==> config.mk <==
export PLATFORM = sky130hd
export DESIGN_NAME = sequential_array_list_unit_flat
export DESIGN_NICKNAME = d
export VERILOG_FILES = /design/src/sal_pkg.sv /design/src/sal_req_if.sv /design/src/sal_rsp_if.sv /design/src/sequential_array_list_unit.sv /design/src/sal_dp.sv /design/src/sal_ctrl.sv /design/src/flat_wrapper.sv
export SDC_FILE = /design/constraint.sdc
export NUM_CORES = 1
export LEC_CHECK = 0
export BUFFER_PORTS_ARGS = -buffer_cell sky130_fd_sc_hd__clkbuf_2
export CAP_MARGIN = 20
export CORE_ASPECT_RATIO = 1.2
export CORE_MARGIN = 10
export CORE_UTILIZATION = 55
export DETAILED_ROUTE_END_ITERATION = 12
export PLACE_DENSITY = 0.72
export SLEW_MARGIN = 20
export SYNTH_ARGS = -nofsm -noshare
export SYNTH_HDL_FRONTEND = slang
export SYNTH_SLANG_ARGS = --single-unit
==> constraint.sdc <==
create_clock -name clk -period 4.6 [get_ports clk]
set_input_delay 0.92 -clock clk [delete_from_list [all_inputs] [get_ports clk]]
set_output_delay 0.92 -clock clk [all_outputs]
set_load 0.02 [all_outputs]
==> src/sal_pkg.sv <==
// Shared constants, codes and controller/datapath command types for the array list unit.
package sal_pkg;

  localparam int CAPACITY = 16;
  localparam int IDX_W    = $clog2(CAPACITY);
  localparam int CNT_W    = $clog2(CAPACITY + 1);
  localparam int OP_W     = 3;
  localparam int POS_W    = 9;
  localparam int VAL_W    = 32;
  localparam int ST_W     = 3;

  typedef enum logic [OP_W-1:0] {
    OP_INSERT = 3'd0,
    OP_DELETE = 3'd1,
    OP_READ   = 3'd2,
    OP_LOCATE = 3'd3,
    OP_PRED   = 3'd4,
    OP_SUCC   = 3'd5,
    OP_CLEAR  = 3'd6
  } op_t;

  typedef enum logic [ST_W-1:0] {
    ST_OK       = 3'd0,
    ST_BADPOS   = 3'd1,
    ST_FULL     = 3'd2,
    ST_NOTFOUND = 3'd3,
    ST_NONEIGH  = 3'd4
  } status_t;

  typedef enum logic [2:0] {
    IDX_HOLD,
    IDX_ZERO,
    IDX_COUNT,
    IDX_POS,
    IDX_INC,
    IDX_DEC
  } idx_op_t;

  typedef enum logic [1:0] {
    ADDR_AT,
    ADDR_BELOW,
    ADDR_ABOVE
  } addr_sel_t;

  typedef enum logic {
    WD_RDATA,
    WD_VALUE
  } wd_sel_t;

  typedef enum logic [1:0] {
    CNT_HOLD,
    CNT_INC,
    CNT_DEC,
    CNT_ZERO
  } cnt_op_t;

  typedef enum logic [1:0] {
    RV_HOLD,
    RV_RDATA,
    RV_PREV
  } rv_op_t;

  typedef struct packed {
    logic      load_req;
    idx_op_t   idx_op;
    logic      rd_en;
    addr_sel_t rd_sel;
    logic      wr_en;
    addr_sel_t wr_sel;
    wd_sel_t   wr_data;
    cnt_op_t   cnt_op;
    logic      prev_we;
    logic      st_we;
    status_t   st_code;
    rv_op_t    rv_op;
    logic      pos_we;
    logic      load_out;
  } dp_cmd_t;

  typedef struct packed {
    logic [OP_W-1:0] op;
    logic            ins_pos_ok;
    logic            acc_pos_ok;
    logic            full;
    logic            idx_ge_pos;
    logic            idx_lt_count;
    logic            idx_zero;
    logic            idx_last;
    logic            match;
    logic            out_free;
  } dp_sts_t;

endpackage

==> src/sal_req_if.sv <==
// Request channel: operation, position and value with a valid/ready handshake.
interface sal_req_if;
  import sal_pkg::*;

  logic                    valid;
  logic                    ready;
  logic [OP_W-1:0]         op;
  logic [POS_W-1:0]        position;
  logic signed [VAL_W-1:0] value;

  modport source (output valid, output op, output position, output value, input ready);
  modport sink   (input valid, input op, input position, input value, output ready);
endinterface

==> src/sal_rsp_if.sv <==
// Response channel: result value, position, status and length with a valid/ready handshake.
interface sal_rsp_if;
  import sal_pkg::*;

  logic                    valid;
  logic                    ready;
  logic signed [VAL_W-1:0] out_value;
  logic [POS_W-1:0]        out_position;
  logic [ST_W-1:0]         status;
  logic [POS_W-1:0]        list_length;

  modport source (output valid, output out_value, output out_position, output status,
                  output list_length, input ready);
  modport sink   (input valid, input out_value, input out_position, input status,
                  input list_length, output ready);
endinterface

==> src/sequential_array_list_unit.sv <==
// Top level of the array list unit: request/response channels around controller and datapath.
//
//   Channel | Modport | Payload                                          | Transfer when
//   --------+---------+--------------------------------------------------+----------------------
//   req     | sink    | op, position, value                              | req.valid & req.ready
//   rsp     | source  | out_value, out_position, status, list_length     | rsp.valid & rsp.ready
//
// One request is in work at a time. Its time grows with each store entry it touches: an
// insert moves the entries from the insert slot to the end, a delete those after the
// slot, and a search reads entries up to the first match, so a delete at position 1 or
// a failed search in a full list takes longest. The store has one write port and one
// registered read port, never used together: a shift step is one read then one write.
// Reset (synchronous, active high) empties the list and drops any pending result; the
// store contents are left as they are, since only entries below the count are ever read.
// A finished result waits in the output register while the next request is taken; a
// second finished result waits in the controller until the first transfer completes.
module sequential_array_list_unit (
  input  logic      clk,
  input  logic      rst,
  sal_req_if.sink   req,
  sal_rsp_if.source rsp
);
  import sal_pkg::*;

  dp_cmd_t cmd;
  dp_sts_t sts;

  // The controller decides which step runs each cycle; it never sees position or value
  // data, only the operation code and the compare and status bits that the datapath reports.
  sal_ctrl u_ctrl (
    .clk       (clk),
    .rst       (rst),
    .req_valid (req.valid),
    .req_ready (req.ready),
    .sts       (sts),
    .cmd       (cmd)
  );

  // The datapath holds the list store, the element count, the scan index and both the
  // working result and the output register that feeds the response channel.
  sal_dp u_dp (
    .clk          (clk),
    .rst          (rst),
    .cmd          (cmd),
    .sts          (sts),
    .in_op        (req.op),
    .in_position  (req.position),
    .in_value     (req.value),
    .out_ready    (rsp.ready),
    .out_valid    (rsp.valid),
    .out_value    (rsp.out_value),
    .out_position (rsp.out_position),
    .out_status   (rsp.status),
    .out_length   (rsp.list_length)
  );

endmodule

==> src/sal_dp.sv <==
// Datapath of the array list unit: list store, count, scan index and result registers.
module sal_dp (
  input  logic                             clk,
  input  logic                             rst,
  input  sal_pkg::dp_cmd_t                 cmd,
  output sal_pkg::dp_sts_t                 sts,
  input  logic [sal_pkg::OP_W-1:0]         in_op,
  input  logic [sal_pkg::POS_W-1:0]        in_position,
  input  logic signed [sal_pkg::VAL_W-1:0] in_value,
  input  logic                             out_ready,
  output logic                             out_valid,
  output logic signed [sal_pkg::VAL_W-1:0] out_value,
  output logic [sal_pkg::POS_W-1:0]        out_position,
  output logic [sal_pkg::ST_W-1:0]         out_status,
  output logic [sal_pkg::POS_W-1:0]        out_length
);
  import sal_pkg::*;

  localparam int CMP_W = POS_W + 1;

  logic [VAL_W-1:0] store [CAPACITY];
  logic [VAL_W-1:0] rdata;
  logic [VAL_W-1:0] prev;

  logic [OP_W-1:0]  op_q;
  logic [POS_W-1:0] pos_q;
  logic [VAL_W-1:0] val_q;

  logic [CNT_W-1:0] count;
  logic [CNT_W-1:0] idx;

  logic [VAL_W-1:0] res_value;
  logic [POS_W-1:0] res_pos;
  status_t          res_status;

  logic [CNT_W-1:0] rd_full;
  logic [CNT_W-1:0] wr_full;
  logic [VAL_W-1:0] wr_word;
  logic [CMP_W-1:0] cnt_ext;
  logic [CMP_W-1:0] pos_ext;
  logic [CNT_W:0]   idx_p1;

  function automatic logic [CNT_W-1:0] addr_calc(logic [CNT_W-1:0] base, addr_sel_t sel);
    logic [CNT_W-1:0] a;
    case (sel)
      ADDR_BELOW: a = base - CNT_W'(1);
      ADDR_ABOVE: a = base + CNT_W'(1);
      default:    a = base;
    endcase
    return a;
  endfunction

  always_comb begin
    rd_full = addr_calc(idx, cmd.rd_sel);
    wr_full = addr_calc(idx, cmd.wr_sel);
    wr_word = (cmd.wr_data == WD_VALUE) ? val_q : rdata;
    cnt_ext = CMP_W'(count);
    pos_ext = CMP_W'(pos_q);
    idx_p1  = (CNT_W + 1)'(idx) + (CNT_W + 1)'(1);
  end

  always_comb begin
    sts.op           = op_q;
    sts.ins_pos_ok   = (pos_q != '0) && (pos_ext <= cnt_ext + CMP_W'(1));
    sts.acc_pos_ok   = (pos_q != '0) && (pos_ext <= cnt_ext);
    sts.full         = (count >= CNT_W'(CAPACITY));
    sts.idx_ge_pos   = (CMP_W'(idx) >= pos_ext);
    sts.idx_lt_count = (idx < count);
    sts.idx_zero     = (idx == '0);
    sts.idx_last     = (idx_p1 >= (CNT_W + 1)'(count));
    sts.match        = (rdata == val_q);
    sts.out_free     = !out_valid || out_ready;
  end

  // List store: one write port and one registered read port.
  always_ff @(posedge clk) begin
    if (cmd.wr_en) begin
      store[wr_full[IDX_W-1:0]] <= wr_word;
    end
    if (cmd.rd_en) begin
      rdata <= store[rd_full[IDX_W-1:0]];
    end
  end

  always_ff @(posedge clk) begin
    if (cmd.load_req) begin
      op_q  <= in_op;
      pos_q <= in_position;
      val_q <= in_value;
    end
    if (cmd.prev_we) begin
      prev <= rdata;
    end
  end

  always_ff @(posedge clk) begin
    if (cmd.load_req) begin
      res_value  <= '0;
      res_pos    <= '0;
      res_status <= ST_OK;
    end else begin
      if (cmd.st_we) begin
        res_status <= cmd.st_code;
      end
      case (cmd.rv_op)
        RV_RDATA: res_value <= rdata;
        RV_PREV:  res_value <= prev;
        default:  res_value <= res_value;
      endcase
      if (cmd.pos_we) begin
        res_pos <= POS_W'(idx) + POS_W'(1);
      end
    end
  end

  always_ff @(posedge clk) begin
    if (rst) begin
      count <= '0;
      idx   <= '0;
    end else begin
      case (cmd.cnt_op)
        CNT_INC:  count <= count + CNT_W'(1);
        CNT_DEC:  count <= count - CNT_W'(1);
        CNT_ZERO: count <= '0;
        default:  count <= count;
      endcase
      case (cmd.idx_op)
        IDX_ZERO:  idx <= '0;
        IDX_COUNT: idx <= count;
        IDX_POS:   idx <= CNT_W'(pos_q);
        IDX_INC:   idx <= idx + CNT_W'(1);
        IDX_DEC:   idx <= idx - CNT_W'(1);
        default:   idx <= idx;
      endcase
    end
  end

  always_ff @(posedge clk) begin
    if (rst) begin
      out_valid <= 1'b0;
    end else if (cmd.load_out) begin
      out_valid <= 1'b1;
    end else if (out_ready) begin
      out_valid <= 1'b0;
    end
  end

  always_ff @(posedge clk) begin
    if (cmd.load_out) begin
      out_value    <= res_value;
      out_position <= res_pos;
      out_status   <= res_status;
      out_length   <= POS_W'(count);
    end
  end

  a_count_bound: assert property (@(posedge clk) disable iff (rst)
    count <= CNT_W'(CAPACITY))
    else $error("element count exceeds capacity");

  a_write_in_list: assert property (@(posedge clk) disable iff (rst)
    cmd.wr_en |-> wr_full <= count)
    else $error("store write beyond the end of the list");

  a_count_hold: assert property (@(posedge clk) disable iff (rst)
    cmd.cnt_op == CNT_HOLD |=> $stable(count))
    else $error("element count changed without a command");

  a_out_load: assert property (@(posedge clk) disable iff (rst)
    cmd.load_out |=> out_valid)
    else $error("loaded result not presented");

endmodule

==> src/sal_ctrl.sv <==
// Controller of the array list unit: sequences shifts, scans and result hand-off.
module sal_ctrl (
  input  logic             clk,
  input  logic             rst,
  input  logic             req_valid,
  output logic             req_ready,
  input  sal_pkg::dp_sts_t sts,
  output sal_pkg::dp_cmd_t cmd
);
  import sal_pkg::*;

  typedef enum logic [3:0] {
    S_IDLE,
    S_DISPATCH,
    S_INS_CHK,
    S_INS_WR,
    S_ACC_RD,
    S_ACC_CAP,
    S_DEL_CHK,
    S_DEL_WR,
    S_SCAN_CHK,
    S_SCAN_CMP,
    S_SUCC_CAP,
    S_DONE
  } state_t;

  state_t state;
  state_t state_next;

  assign req_ready = (state == S_IDLE);

  always_ff @(posedge clk) begin
    if (rst) begin
      state <= S_IDLE;
    end else begin
      state <= state_next;
    end
  end

  always_comb begin
    cmd        = '0;
    state_next = state;
    case (state)
      S_IDLE: begin
        if (req_valid) begin
          cmd.load_req = 1'b1;
          state_next   = S_DISPATCH;
        end
      end
      S_DISPATCH: begin
        state_next = S_DONE;
        case (sts.op)
          OP_INSERT: begin
            if (!sts.ins_pos_ok) begin
              cmd.st_we   = 1'b1;
              cmd.st_code = ST_BADPOS;
            end else if (sts.full) begin
              cmd.st_we   = 1'b1;
              cmd.st_code = ST_FULL;
            end else begin
              cmd.idx_op = IDX_COUNT;
              state_next = S_INS_CHK;
            end
          end
          OP_DELETE, OP_READ: begin
            if (!sts.acc_pos_ok) begin
              cmd.st_we   = 1'b1;
              cmd.st_code = ST_BADPOS;
            end else begin
              cmd.idx_op = IDX_POS;
              state_next = S_ACC_RD;
            end
          end
          OP_LOCATE, OP_PRED, OP_SUCC: begin
            cmd.idx_op = IDX_ZERO;
            state_next = S_SCAN_CHK;
          end
          OP_CLEAR: begin
            cmd.cnt_op = CNT_ZERO;
          end
          default: begin
            state_next = S_DONE;
          end
        endcase
      end
      // Shift entries up from the end until the index reaches the insert slot.
      S_INS_CHK: begin
        if (sts.idx_ge_pos) begin
          cmd.rd_en  = 1'b1;
          cmd.rd_sel = ADDR_BELOW;
          state_next = S_INS_WR;
        end else begin
          cmd.wr_en   = 1'b1;
          cmd.wr_sel  = ADDR_AT;
          cmd.wr_data = WD_VALUE;
          cmd.cnt_op  = CNT_INC;
          state_next  = S_DONE;
        end
      end
      S_INS_WR: begin
        cmd.wr_en   = 1'b1;
        cmd.wr_sel  = ADDR_AT;
        cmd.wr_data = WD_RDATA;
        cmd.idx_op  = IDX_DEC;
        state_next  = S_INS_CHK;
      end
      S_ACC_RD: begin
        cmd.rd_en  = 1'b1;
        cmd.rd_sel = ADDR_BELOW;
        state_next = S_ACC_CAP;
      end
      S_ACC_CAP: begin
        cmd.rv_op  = RV_RDATA;
        state_next = (sts.op == OP_READ) ? S_DONE : S_DEL_CHK;
      end
      // Shift the entries after the deleted one down by one slot.
      S_DEL_CHK: begin
        if (sts.idx_lt_count) begin
          cmd.rd_en  = 1'b1;
          cmd.rd_sel = ADDR_AT;
          state_next = S_DEL_WR;
        end else begin
          cmd.cnt_op = CNT_DEC;
          state_next = S_DONE;
        end
      end
      S_DEL_WR: begin
        cmd.wr_en   = 1'b1;
        cmd.wr_sel  = ADDR_BELOW;
        cmd.wr_data = WD_RDATA;
        cmd.idx_op  = IDX_INC;
        state_next  = S_DEL_CHK;
      end
      S_SCAN_CHK: begin
        if (sts.idx_lt_count) begin
          cmd.rd_en  = 1'b1;
          cmd.rd_sel = ADDR_AT;
          state_next = S_SCAN_CMP;
        end else begin
          cmd.st_we   = 1'b1;
          cmd.st_code = ST_NOTFOUND;
          state_next  = S_DONE;
        end
      end
      S_SCAN_CMP: begin
        if (sts.match) begin
          state_next = S_DONE;
          case (sts.op)
            OP_LOCATE: begin
              cmd.pos_we = 1'b1;
            end
            OP_PRED: begin
              if (sts.idx_zero) begin
                cmd.st_we   = 1'b1;
                cmd.st_code = ST_NONEIGH;
              end else begin
                cmd.rv_op = RV_PREV;
              end
            end
            default: begin
              if (sts.idx_last) begin
                cmd.st_we   = 1'b1;
                cmd.st_code = ST_NONEIGH;
              end else begin
                cmd.rd_en  = 1'b1;
                cmd.rd_sel = ADDR_ABOVE;
                state_next = S_SUCC_CAP;
              end
            end
          endcase
        end else begin
          cmd.prev_we = 1'b1;
          cmd.idx_op  = IDX_INC;
          state_next  = S_SCAN_CHK;
        end
      end
      S_SUCC_CAP: begin
        cmd.rv_op  = RV_RDATA;
        state_next = S_DONE;
      end
      S_DONE: begin
        if (sts.out_free) begin
          cmd.load_out = 1'b1;
          state_next   = S_IDLE;
        end
      end
      default: begin
        state_next = S_IDLE;
      end
    endcase
  end

  a_accept_busy: assert property (@(posedge clk) disable iff (rst)
    cmd.load_req |=> !req_ready)
    else $error("request taken while a request is in progress");

  a_load_out_free: assert property (@(posedge clk) disable iff (rst)
    cmd.load_out |-> sts.out_free)
    else $error("result loaded over an untaken result");

  a_port_conflict: assert property (@(posedge clk) disable iff (rst)
    cmd.wr_en |-> !cmd.rd_en && !cmd.load_req)
    else $error("store read and write issued together");

endmodule

==> src/flat_wrapper.sv <==
// flat-port wrapper written by rule: the top's interface ports become plain ports
module sequential_array_list_unit_flat import sal_pkg::*;
  (clk, rst, req_valid, req_op, req_position, req_value, req_ready, rsp_valid, rsp_out_value, rsp_out_position, rsp_status, rsp_list_length, rsp_ready);
  sal_req_if req_i ();
  sal_rsp_if rsp_i ();
  input  logic clk;
  input  logic rst;
  input wire logic [$bits(req_i.valid)-1:0] req_valid;
  input wire logic [$bits(req_i.op)-1:0] req_op;
  input wire logic [$bits(req_i.position)-1:0] req_position;
  input wire logic [$bits(req_i.value)-1:0] req_value;
  output wire logic [$bits(req_i.ready)-1:0] req_ready;
  output wire logic [$bits(rsp_i.valid)-1:0] rsp_valid;
  output wire logic [$bits(rsp_i.out_value)-1:0] rsp_out_value;
  output wire logic [$bits(rsp_i.out_position)-1:0] rsp_out_position;
  output wire logic [$bits(rsp_i.status)-1:0] rsp_status;
  output wire logic [$bits(rsp_i.list_length)-1:0] rsp_list_length;
  input wire logic [$bits(rsp_i.ready)-1:0] rsp_ready;
  assign req_i.valid = req_valid;
  assign req_i.op = req_op;
  assign req_i.position = req_position;
  assign req_i.value = req_value;
  assign req_ready = req_i.ready;
  assign rsp_valid = rsp_i.valid;
  assign rsp_out_value = rsp_i.out_value;
  assign rsp_out_position = rsp_i.out_position;
  assign rsp_status = rsp_i.status;
  assign rsp_list_length = rsp_i.list_length;
  assign rsp_i.ready = rsp_ready;
  sequential_array_list_unit u_core (.clk(clk), .rst(rst), .req(req_i), .rsp(rsp_i));
endmodule
==> reports/results.txt <==
run status -> finished clean
Setup crit start kind -> flip-flop
clock tree from TritonCTS -> done
mean area per synthesized cell -> 17.4 µm²
max cap viols -> 0
critical path class -> reg -> reg
number of clock buffers inserted by TritonCTS -> 70
CTS sink count -> 722
post-route standard cell area excluding fillers -> 33600 µm²
critical register-to-register path startpoint -> u_core.u_dp.idx[0]
CP top delay family -> compound AO/OA/AOI/OAI gates
Levels on crit path -> 20
most used flip-flop cell after synthesis -> sky130_fd_sc_hd__edfxtp_1
Tcrit/Tclk final -> 94.5%
Chip Width -> 230 µm
number of synthesized register bits -> 722
endpoint of the worst-slack reg-to-reg timing path -> u_core.u_dp.rdata[11]
count of antenna diodes in the layout -> 0
total via count in the routed design -> 15800
effective utilization at floorplan -> 55.4%
number of port buffers -> 95
fraction of layout instances using a drive strength above 1 -> 24.1%
peak ir drop on the vdd network -> 0.480 mV
maximum net fanout on the critical path -> 18
cell area after technology mapping -> 29000 µm²
total overflow reported by the global router -> 0
Clock Latency Late Sink -> 0.61 ns
area leader, netlist -> sky130_fd_sc_hd__edfxtp_1
number of I/O pins -> 103
1st-pass router iterations -> 5
Total Routing Usage GR -> 21.4%
highest-count cells in the layout ignoring fill and taps -> sky130_fd_sc_hd__edfxtp_1 (666), sky130_fd_sc_hd__mux4_2 (128), sky130_fd_sc_hd__nand2_1 (115), sky130_fd_sc_hd__nor2_1 (97), sky130_fd_sc_hd__clkbuf_2 (95)
number of nets in the layout -> 1924
maximum clock frequency -> 230 MHz
share of synthesized area occupied by flip-flops and latches -> 72.7%
Slowest-stage cell, CP -> sky130_fd_sc_hd__mux4_2
core footprint -> 52400 µm²
post-detailed-route wirelength per cell -> 25.8 µm
fraction of synthesis flops using an asynchronous set or reset pin -> 0%
endpoint type of the worst setup path -> flip-flop
full die area -> 62400 µm²
leakage power total -> 0.0112 µW
minimum period implied by the final worst setup slack -> 4.35 ns
critical path's largest stage delay -> 0.53 ns
CTS Hold Buffers Added -> 0
setup skew after layout -> 0.0250 ns
most area-consuming cells after synthesis -> sky130_fd_sc_hd__edfxtp_1 (69%), sky130_fd_sc_hd__mux4_2 (9.9%), sky130_fd_sc_hd__dfxtp_1 (3.9%)
critical path, cell by cell -> inv_1, buf_4, ha_1, nand2b_1, a21o_1, a21o_1, a211o_1, nand4b_1, a211o_1, inv_1, ha_1, nor2_1, nor3_1, a21oi_4, buf_12, buf_12, mux4_2, nor2b_1, a211oi_2, a21oi_1
gate count after technology mapping -> 1667
top-area cell type share of the netlist area -> 68.9%
power density over the cells -> 556 nW/µm²
vias in the first global route -> 15900
die height -> 272 µm
Rel. slew slack -> 24.5%
setup slack after layout -> 0.254 ns
clock slew at reported path FFs -> 0.06 ns
path class of the lowest-slack min-delay path -> reg -> reg
row cnt -> 92
Bufs on Longest Clock Path -> 3
Synth cell types -> 69
DR DRC count -> 0
Antenna Nets Post-Route -> 0
minimum setup slack among reg-to-reg paths -> 0.25 ns
detailed router's first-iteration violation count -> 1695
count of synthesis-stage warnings from yosys -> 0
worst setup path startpoint -> u_core.u_dp.idx[0]
Slew @ Worst Pin -> 1.13 ns
final RePlAce weighted congestion -> 0.878
Root Driver -> sky130_fd_sc_hd__clkbuf_16
CP Capture Point -> u_core.u_dp.rdata[11]
Final Setup Violations -> 0
commonest non-fill, non-tap cell in the layout -> sky130_fd_sc_hd__edfxtp_1
Via density -> 6.06
half-perimeter wire length of the detailed placement result -> 40.5 mm
overall routed net length -> 67.0 mm
cell area after placement -> 31200 µm²
number of antenna violations at the first check in global routing -> 0
Placed Cells incl. Taps -> 2470
Pins Over Slew Limit -> 0
number of standard cells in the final layout excluding fillers -> 2602
largest net degree at the start of global routing -> 79
number of cells on the worst reg-to-reg path -> 20
wire length of the first global-routing pass -> 101 mm
total buffers and inverters traversed by the critical path -> 5
dpl ws -> 0.152 ns
Final Total Pwr -> 18700 µW
critical path data required time -> 4.94 ns
final number of hold-violating endpoints -> 0
number of flops mapped to enable cells by yosys -> 666
arrival time worst endpoint -> 4.68 ns
layout overhead on the synthesized area -> 15.8%
Final Core Density -> 64.2%
H-tree depth reported by CTS -> 3
==> report_power, final <==
group          total [µW]  switching [µW]  internal (µW)
Clock                5820            2410           3420
Combinational        4100            2470           1640
Sequential           8760             374           8390
==> synthesized netlist by cell type (8+ instances only) <==
| library cell | count |
|---|---|
| sky130_fd_sc_hd__nor4_1 | 13 |
| sky130_fd_sc_hd__nor3_1 | 14 |
| sky130_fd_sc_hd__inv_1 | 23 |
| sky130_fd_sc_hd__mux2i_1 | 73 |
| sky130_fd_sc_hd__a211oi_1 | 35 |
| sky130_fd_sc_hd__a31oi_1 | 8 |
| sky130_fd_sc_hd__mux4_2 | 128 |
| sky130_fd_sc_hd__buf_2 | 28 |
| sky130_fd_sc_hd__ha_1 | 36 |
| sky130_fd_sc_hd__xor2_1 | 35 |
| sky130_fd_sc_hd__xnor2_1 | 12 |
| sky130_fd_sc_hd__o21ai_0 | 20 |
| sky130_fd_sc_hd__edfxtp_1 | 666 |
| sky130_fd_sc_hd__nand3_1 | 12 |
| sky130_fd_sc_hd__clkbuf_1 | 34 |
| sky130_fd_sc_hd__nand2_1 | 115 |
| sky130_fd_sc_hd__buf_4 | 16 |
| sky130_fd_sc_hd__nor2_1 | 114 |
| sky130_fd_sc_hd__dfxtp_1 | 56 |
| sky130_fd_sc_hd__nor2b_1 | 37 |
| sky130_fd_sc_hd__a21oi_1 | 88 |
| sky130_fd_sc_hd__buf_1 | 9 |
==> layer usage <==
metal | GRT usage (%) | share of wire [%] | vias up
li1 | - | - | 6906
met1 | 29.0 | 41 | 8087
met2 | 34.7 | 49 | 650
met3 | 3.65 | 7.3 | 117
met4 | 7.90 | 2.9 | 0
met5 | 0 | 0 | -
==> how the worst min path moves through the flow <==
stage | depth (start not counted) | from | slack [ns] | endpoint
floorplan | 0 | u_core.u_dp.res_status[0] | 0.40 | u_core.u_dp.out_status[0]
global placement | 0 | u_core.u_dp.res_value[28] | 0.42 | u_core.u_dp.out_value[28]
detailed placement | 0 | u_core.u_dp.res_value[21] | 0.42 | u_core.u_dp.out_value[21]
CTS | 0 | u_core.u_dp.res_value[6] | 0.43 | u_core.u_dp.out_value[6]
global route | 0 | u_core.u_dp.res_value[6] | 0.44 | u_core.u_dp.out_value[6]
finish | 0 | u_core.u_dp.res_value[6] | 0.43 | u_core.u_dp.out_value[6]
==> registers in the layout (all words and copies together) (netlist names), 3 cells and up <==
name	count
u_core.u_dp.store	512
u_core.u_dp.out_value	32
u_core.u_dp.prev	32
u_core.u_dp.rdata	32
u_core.u_dp.res_value	32
u_core.u_dp.val_q	32
u_core.u_dp.pos_q	9
u_core.u_dp.out_position	6
u_core.u_dp.res_pos	6
u_core.u_dp.count	5
u_core.u_dp.idx	5
u_core.u_dp.out_length	5
u_core.u_ctrl.state	4
u_core.u_dp.op_q	3
u_core.u_dp.out_status	3
u_core.u_dp.res_status	3
==> worst reg2reg max path, stage by stage, from the launching register on <==
cell and delay (ns):
sky130_fd_sc_hd__dfxtp_2 0.37, sky130_fd_sc_hd__inv_1 0.08, sky130_fd_sc_hd__buf_4 0.17, sky130_fd_sc_hd__ha_1 0.26, sky130_fd_sc_hd__nand2b_1 0.14, sky130_fd_sc_hd__a21o_1 0.17, sky130_fd_sc_hd__a21o_1 0.17, sky130_fd_sc_hd__a211o_1 0.38
sky130_fd_sc_hd__nand4b_1 0.13, sky130_fd_sc_hd__a211o_1 0.20, sky130_fd_sc_hd__inv_1 0.06, sky130_fd_sc_hd__ha_1 0.21, sky130_fd_sc_hd__nor2_1 0.09, sky130_fd_sc_hd__nor3_1 0.07, sky130_fd_sc_hd__a21oi_4 0.20, sky130_fd_sc_hd__buf_12 0.18
sky130_fd_sc_hd__buf_12 0.21, sky130_fd_sc_hd__mux4_2 0.54, sky130_fd_sc_hd__nor2b_1 0.16, sky130_fd_sc_hd__a211oi_2 0.23, sky130_fd_sc_hd__a21oi_1 0.08
==> per-stage QoR <==
stage,setup TNS (ns),hold slack [ns]
after floorplan,0,0.401
after global placement,0,0.417
after detailed placement,0,0.419
after CTS,0,0.434
after global routing,-0.0623,0.438
final,0,0.433
==> layout make-up <==
cell class,count,area [µm²]
Inverter,23,86.3
Clock inverter,42,427
Tap cell,705,882
Timing Repair Buffer,184,1560
Multi-Input combinational cell,838,7610
Clock buffer,88,1910
Sequential cell,722,21100
Fill cell,3588,18800
==> cell families after synthesis <==
family                   Yosys count  share of synthesized area (%)
other                              1                         0.0129
AO/OA/AOI/OAI                    204                           4.43
buffers and inverters            113                           1.84
XOR/XNOR                          47                           1.42
flip-flops                       722                           72.7
adder cells (fa/ha/maj)           37                           1.62
AND/OR/NAND/NOR                  341                           5.44
multiplexers                     202                           12.5
==> timing repair <==
item | CTS | global route
resized for setup | 0 | 4
setup endpoints to repair | 0 | 32
setup buffers | 0 | 1
Power figures use the tool's default switching activity.
